--- config.mk ---
export PLATFORM = sky130hd
export DESIGN_NAME = tcb_div
export DESIGN_NICKNAME = d
export VERILOG_FILES = /design/src/rtl/tcb_pkg.sv /design/src/rtl/tcb_div.sv
export SDC_FILE = /design/constraint.sdc
export NUM_CORES = 2
export LEC_CHECK = 0
export BUFFER_PORTS_ARGS = -buffer_cell sky130_fd_sc_hd__buf_2
export CORE_MARGIN = 5
export CORE_UTILIZATION = 60
export DETAILED_ROUTE_END_ITERATION = 8
export PLACE_DENSITY = 0.87
export SLEW_MARGIN = 15
export SYNTH_ARGS = -nofsm -noshare
export SYNTH_HDL_FRONTEND = slang
export SYNTH_SLANG_ARGS = --single-unit
--- constraint.sdc ---
create_clock -name clk -period 4.46 [get_ports clk]
set_input_delay 0.892 -clock clk [delete_from_list [all_inputs] [get_ports clk]]
set_output_delay 0.892 -clock clk [all_outputs]
set_load 0.02 [all_outputs]
--- src/rtl/tcb_pkg.sv ---
`timescale 1ns / 1ps
// ----------------------------------------------------------------------------
// tcb_pkg: shared types and constants for triangle coverage
// Widths of the fixed-point coordinate, area and weight paths, register
// codes, pipeline latencies, inside tolerance factors and the output colors.
// ----------------------------------------------------------------------------
package tcb_pkg;

  // field and register widths
  localparam int PIX_W  = 9;
  localparam int CFG_W  = 16;
  localparam int IDX_W  = 3;

  // q.20 coordinates: vertex register shifted left by VTX_SH
  localparam int VTX_SH = 4;
  localparam int VTX_W  = CFG_W + VTX_SH;

  // pixel centre numerator 2p+1 and its scaled reciprocal divide
  localparam int NUM_W    = PIX_W + 1;
  localparam int CEN_FRAC = 19;
  localparam int RECIP_SH = 10;
  localparam int RCP_W    = 30;
  localparam int PRD_W    = 44;
  localparam int QW       = 28;

  // cross product path
  localparam int DV_W = VTX_W + 1;
  localparam int DQ_W = QW + 1;
  localparam int PV_W = 2 * DV_W;
  localparam int PQ_W = DV_W + DQ_W;
  localparam int CR_W = PQ_W + 1;
  localparam int TC_W = PV_W + 1;
  localparam int AW   = CR_W;
  localparam int TW   = TC_W;
  localparam int SW   = AW + 2;
  localparam int IW   = SW + 8;

  // weight divide: divisor is total * 4, remainder stays below it
  localparam int WT_W      = 18;
  localparam int RW        = TW + 2;
  localparam int DIV_STEPS = WT_W;
  localparam logic [WT_W-1:0] WEIGHT_MAX = {WT_W{1'b1}};

  // bounding box products
  localparam int BOX_W = 32;

  // pipeline latencies
  localparam int COORD_LAT = 3;
  localparam int AREA_LAT  = 5;
  localparam int DIV_LAT   = DIV_STEPS + 1;

  // inside tolerance factors
  localparam int TOL_LO  = 99;
  localparam int TOL_MID = 100;
  localparam int TOL_HI  = 101;

  // colors
  localparam int COL_W = 8;
  localparam logic [COL_W-1:0] COL_HI  = 8'd200;
  localparam logic [COL_W-1:0] COL_LO  = 8'd50;
  localparam logic [COL_W-1:0] COL_MID = 8'd120;
  localparam logic [COL_W-1:0] COL_OFF = 8'd0;

  typedef enum logic [IDX_W-1:0] {
    REG_A_X = 3'd0,
    REG_A_Y = 3'd1,
    REG_B_X = 3'd2,
    REG_B_Y = 3'd3,
    REG_C_X = 3'd4,
    REG_C_Y = 3'd5
  } reg_idx_t;

  typedef struct packed {
    logic [CFG_W-1:0] ax;
    logic [CFG_W-1:0] ay;
    logic [CFG_W-1:0] bx;
    logic [CFG_W-1:0] by;
    logic [CFG_W-1:0] cx;
    logic [CFG_W-1:0] cy;
  } vertex_t;

  typedef struct packed {
    logic [QW-1:0] qx;
    logic [QW-1:0] qy;
  } centre_t;

  typedef struct packed {
    logic [AW-1:0] a1;
    logic [AW-1:0] a2;
    logic [AW-1:0] a3;
    logic [TW-1:0] total;
    logic [SW-1:0] sum;
  } area_t;

endpackage

--- src/rtl/tcb_div.sv ---
`timescale 1ns / 1ps
// ----------------------------------------------------------------------------
// tcb_div: pipelined weight divider
// floor(part * 2^16 / total) with saturation and zero-total handling,
// one restoring quotient bit per register stage after a setup stage.
// ----------------------------------------------------------------------------
module tcb_div import tcb_pkg::*; (
  input  logic            clk,
  input  logic            en,
  input  logic [AW-1:0]   part,
  input  logic [TW-1:0]   total,
  output logic [WT_W-1:0] weight
);

  logic [RW-1:0]   rem  [DIV_LAT];
  logic [RW-1:0]   dvs  [DIV_LAT];
  logic [WT_W-1:0] quo  [DIV_LAT];
  logic            zero [DIV_LAT];
  logic            sat  [DIV_LAT];

  logic [RW-1:0] dvs_in;
  logic          sat_in;

  assign dvs_in = {total, 2'b00};
  assign sat_in = part >= AW'(dvs_in);

  // setup: divisor is total * 4 so the dividend part * 2^18 needs 18 steps
  always_ff @(posedge clk) begin
    if (en) begin
      zero[0] <= (total == '0);
      sat[0]  <= sat_in;
      dvs[0]  <= dvs_in;
      rem[0]  <= sat_in ? '0 : part[RW-1:0];
      quo[0]  <= '0;
    end
  end

  // one quotient bit per stage
  for (genvar k = 1; k < DIV_LAT; k++) begin : g_step
    logic [RW:0] dbl;
    logic        ge;

    assign dbl = {rem[k-1], 1'b0};
    assign ge  = dbl >= {1'b0, dvs[k-1]};

    always_ff @(posedge clk) begin
      if (en) begin
        rem[k]  <= ge ? RW'(dbl - {1'b0, dvs[k-1]}) : RW'(dbl);
        dvs[k]  <= dvs[k-1];
        quo[k]  <= {quo[k-1][WT_W-2:0], ge};
        zero[k] <= zero[k-1];
        sat[k]  <= sat[k-1];
      end
    end
  end

  assign weight = zero[DIV_LAT-1] ? '0 :
                  sat[DIV_LAT-1]  ? WEIGHT_MAX : quo[DIV_LAT-1];

endmodule

# Yosys cells after proc, flatten, opt, wreduce, memory -nomap -nowiden
# Memories as Yosys holds them, arrays and structs flattened.
# Cells that the tools add are included.
# op_classes
addsub	18
magnitude_cmp	19
n_mux	23
reduce_logical	1
# ops
op	n
$mux W45	19
$ge A46 B45 Y1	18
$sub A45 B45 Y45	18
$ge A51 B45 Y1	1
$logic_not A43 Y1	1
$mux W18	2
$mux W1	2
# totals
register_bits	0
ram_bits	2090
in_bits	96
output_inout_bits	18
mem_count	5
# mem_list
memory	words	word_bits	rd	rd_ports_with_merged_regs	write_ports	line	source
dvs	19	45	18	0	19	tcb_div.sv:16	logic [RW-1:0] dvs [DIV_LAT];
rem	19	45	18	0	19	tcb_div.sv:15	logic [RW-1:0] rem [DIV_LAT];
quo	19	18	19	0	19	tcb_div.sv:17	logic [WT_W-1:0] quo [DIV_LAT];
sat	19	1	19	0	19	tcb_div.sv:19	logic sat [DIV_LAT];
zero	19	1	19	0	19	tcb_div.sv:18	logic zero [DIV_LAT];

# Logic depth before layout (Yosys ltp)
# An unclocked memory read counts as a cell.
# logic_depth
depth_word	3
ltp_mapped	17
ltp_nobuf	15

# Least setup slack after synthesis
# OpenSTA, ideal clock, no wires.
# synth_timing
path_kind	reg2reg
startpoint	memory rem[0][1] (netlist bit)
endpoint	memory rem[1][15] (netlist bit), data pin
setup_ns	0.260
arrival_ns	3.364
t_required_ns	4.200
slack_ns	0.836
path_stages_with_launch	16
path_buffers	1
synth_period_minus_slack_ns	3.624
path_cell_list	edfxtp_1 -> inv_1 -> ha_1 -> inv_1 -> fa_1 -> a21o_1 -> a21oi_1 -> o21ai_0 -> a21oi_1 -> o21ai_1 -> a211o_1 -> a31o_2 -> a31o_2 -> a41oi_2 -> buf_4 -> mux2_2
# synth_lines
element	line
start: declaration	tcb_div.sv:15

==> reports/metrics.yaml <==
hold_viol: 0
endpoint_kind: "flip-flop"
post_dp_cell_area_um2: 110000
row_count: 153
power_density_nw_per_um2: 723
peakVddDrop_v: 0.000454
dpl.cell_count: 12121
hold_depth: 1
cp-start-kind: "flip-flop"
grt_pass1_vias: 77102
clock_sinks: 1760
die_w_um: 429
critPathKind: "reg2reg"
io_pins: 114
tightest_slew_ps: 1060
hp-start: "total[8]"
die_area_um2: 184000
reg2reg_to: "rem[5][41]"
min_to: "dvs[0][10]"
via_count: 74981
path_cells: "ha_1 > a2111oi_0 > inv_1 > o21ai_0 > a211oi_1 > buf_4 > o21ai_0 > a31oi_1 > a211o_1 > a21boi_0 > xnor2_1 > mux2_2"
final_cell_count_no_fill: 12462
htreeDepth: 4
async_flop_share_pct: 0
diodes: 0
required_ps: 5020
cts_tree: "built"
gp_congestion: 1.01
grt_pass1_wl_um: 390000
fin_crit_sh_pct: 96.8
syn_inst: 9740
dr.pass1.iters: 6
timing.max_cap.violations: 0
yosysWarnings: 0
drive_gt1_share_pct: 10.3
r2r-start: "rem[4][7]"
reg2reg_depth: 12
coreArea_um2: 174000
outcome: "finished clean"
grt_max_degree: 105
io_buffer_count: 113
drt_wl_total_um: 245000
rsz0062_at_grt: "false"
ctsHoldBuffers: 0
drc_errors: 0
setup_violations: 0
crit_slowest_cell: "a2111oi_0"
initial_core_util_pct: 60.5
fin_area_um2: 116000
track_usage_pct: 26.2
cp_common_cell: "o21ai_0"
numCtsBuffers: 187
ys_types: 99
clk_latency_ps: 840
path_clk_slew_ps: 60
critPathMaxStageDelay_ps: 570
fin_worst_skew_ps: 27.3
max_freq_mhz: 232
wl_per_cell_um: 19.7
fin_nets: 10914
worstPathArrival_ps: 4880
r2r_slack_ps: 140
antenna_found_initial: 1
dp_hpwl_um: 188000
final_common_cell: "edfxtp_1"
synth-edff-count: 1760
synth_seq_area_share_pct: 50.1
min_path_type: "in2reg"
grt-ovfl-total: 0
cts_setup_buffers: 0
die_h_um: 429
p_leak_nw: 48.5
fin_crit_ps: 4320
netlist_area_um2: 105000
synth-seq-cells: 1760
yosys_most_used_dff: "edfxtp_1"
syn2layout_area_growth_pct: 9.86
critPathMaxFanout: 5
synth_nets: 10669
slew_viol_final: 0
drt_iter0_drc: 5390
root_buffer: "clkbuf_16"
relSlewSlack_pct: 28.7
viasPerCell: 6.02
syn_avg_cell_area_um2: 10.8
cts_buffer_depth: 3
layout_common_cells: "edfxtp_1, inv_1, a21oi_1"
antenna_left: 0
-- registers in the layout, summed over array words and instances (netlist names) --
signal,cells
zero,19
sat,19
dvs,774
quo,171
rem,777
-- stage by stage --
step           worst slack [ps]  util, %  TNS (ps)  total power [mW]  hold slack (ps)
4_1_cts                    96.7     66.4         0              83.5              207
5_1_grt                    30.2     66.5         0              89.1              234
3_3_place_gp               -251     63.1     -7570              67.0              400
6_report                    144     66.5         0              83.8              271
2_1_floorplan               836        -         0              57.3              400
3_5_place_dp               42.4     63.1         0              68.3              405
-- synthesized netlist by cell type (all sizes together), types with 45 or more instances --
| cell type | n | area (um2) |
|---|---|---|
| a211oi | 64 | 490 |
| a21o | 475 | 3570 |
| a21oi | 897 | 4500 |
| a31oi | 98 | 619 |
| and2 | 88 | 551 |
| and3 | 81 | 507 |
| buf | 79 | 432 |
| clkbuf | 211 | 792 |
| edfxtp | 1760 | 52900 |
| ha | 816 | 10200 |
| inv | 997 | 3740 |
| mux2 | 367 | 4270 |
| nand2 | 632 | 2370 |
| nand2b | 92 | 576 |
| nand3 | 151 | 756 |
| nand4 | 148 | 926 |
| nor2 | 562 | 2110 |
| nor2b | 114 | 713 |
| nor3 | 107 | 541 |
| o21a | 108 | 811 |
| o21ai | 600 | 3010 |
| o21bai | 110 | 830 |
| o31ai | 45 | 343 |
| xnor2 | 405 | 3550 |
| xor2 | 251 | 2200 |
-- cell type report --
class	count	area, um2
Multi-Input combinational cell	6692	47800
Inverter	998	3750
Timing Repair Buffer	346	2850
Tap cell	2325	2910
Clock inverter	111	888
Clock buffer	230	4880
Fill cell	12599	58500
Sequential cell	1760	52900
-- repair_timing --
action	in CTS	in global routing
endpoints found under the setup margin	1	62
pin swaps	0	0
resized for setup	1	4
-- worst max-delay path: cells and delay by family (launching register included) --
| family | cells | cell delay, ps |
|---|---|---|
| buffers and inverters | 2 | 310 |
| AO/OA/AOI/OAI | 7 | 2600 |
| XOR/XNOR | 1 | 100 |
| adder cells (fa/ha/maj) | 1 | 380 |
| flip-flops | 1 | 400 |
| multiplexers | 1 | 280 |
-- cells by family (layout without fill, tap and decap cells) --
| kind of cell | after synthesis | after routing | synth area share [%] |
|---|---|---|---|
| buffers and inverters | 1288 | 1685 | 4.71 |
| adders and majority gates | 833 | 833 | 10.0 |
| muxes | 378 | 378 | 4.15 |
| xor gates and xnor gates | 656 | 656 | 5.45 |
| and+or+nand+nor | 2120 | 2120 | 9.56 |
| DFF | 1760 | 1760 | 50.1 |
| AOI/OAI and AO/OA | 2705 | 2705 | 16.0 |
-- worst max-delay path by stage --
stage                  endpoint  depth (start not counted)  startpoint
floorplan            rem[1][15]                         15   rem[0][1]
global placement     rem[2][15]                         13  rem[1][30]
detailed placement  rem[12][39]                         13  rem[11][2]
CTS                  rem[2][15]                         13  rem[1][30]
global route          rem[4][9]                         13   dvs[3][2]
finish               rem[5][41]                         12   rem[4][7]
-- metal layers --
metal  vias up  share of wire (%)  global-route usage, %
met5         -                  0                      0
met1     35405                 34                   24.9
met2      2506                 55                   51.9
li1      36104                  -                      -
met4         0                7.9                   17.8
met3       966                3.5                   2.87
-- report_power, final --
part / leakage [nW] / internal (mW) / switching (mW)
registers: 17.2 / 24.7 / 2.38
logic: 28.5 / 18.5 / 23.5
clock network: 2.81 / 8.35 / 6.35
(Power assumes the default switching activity.)
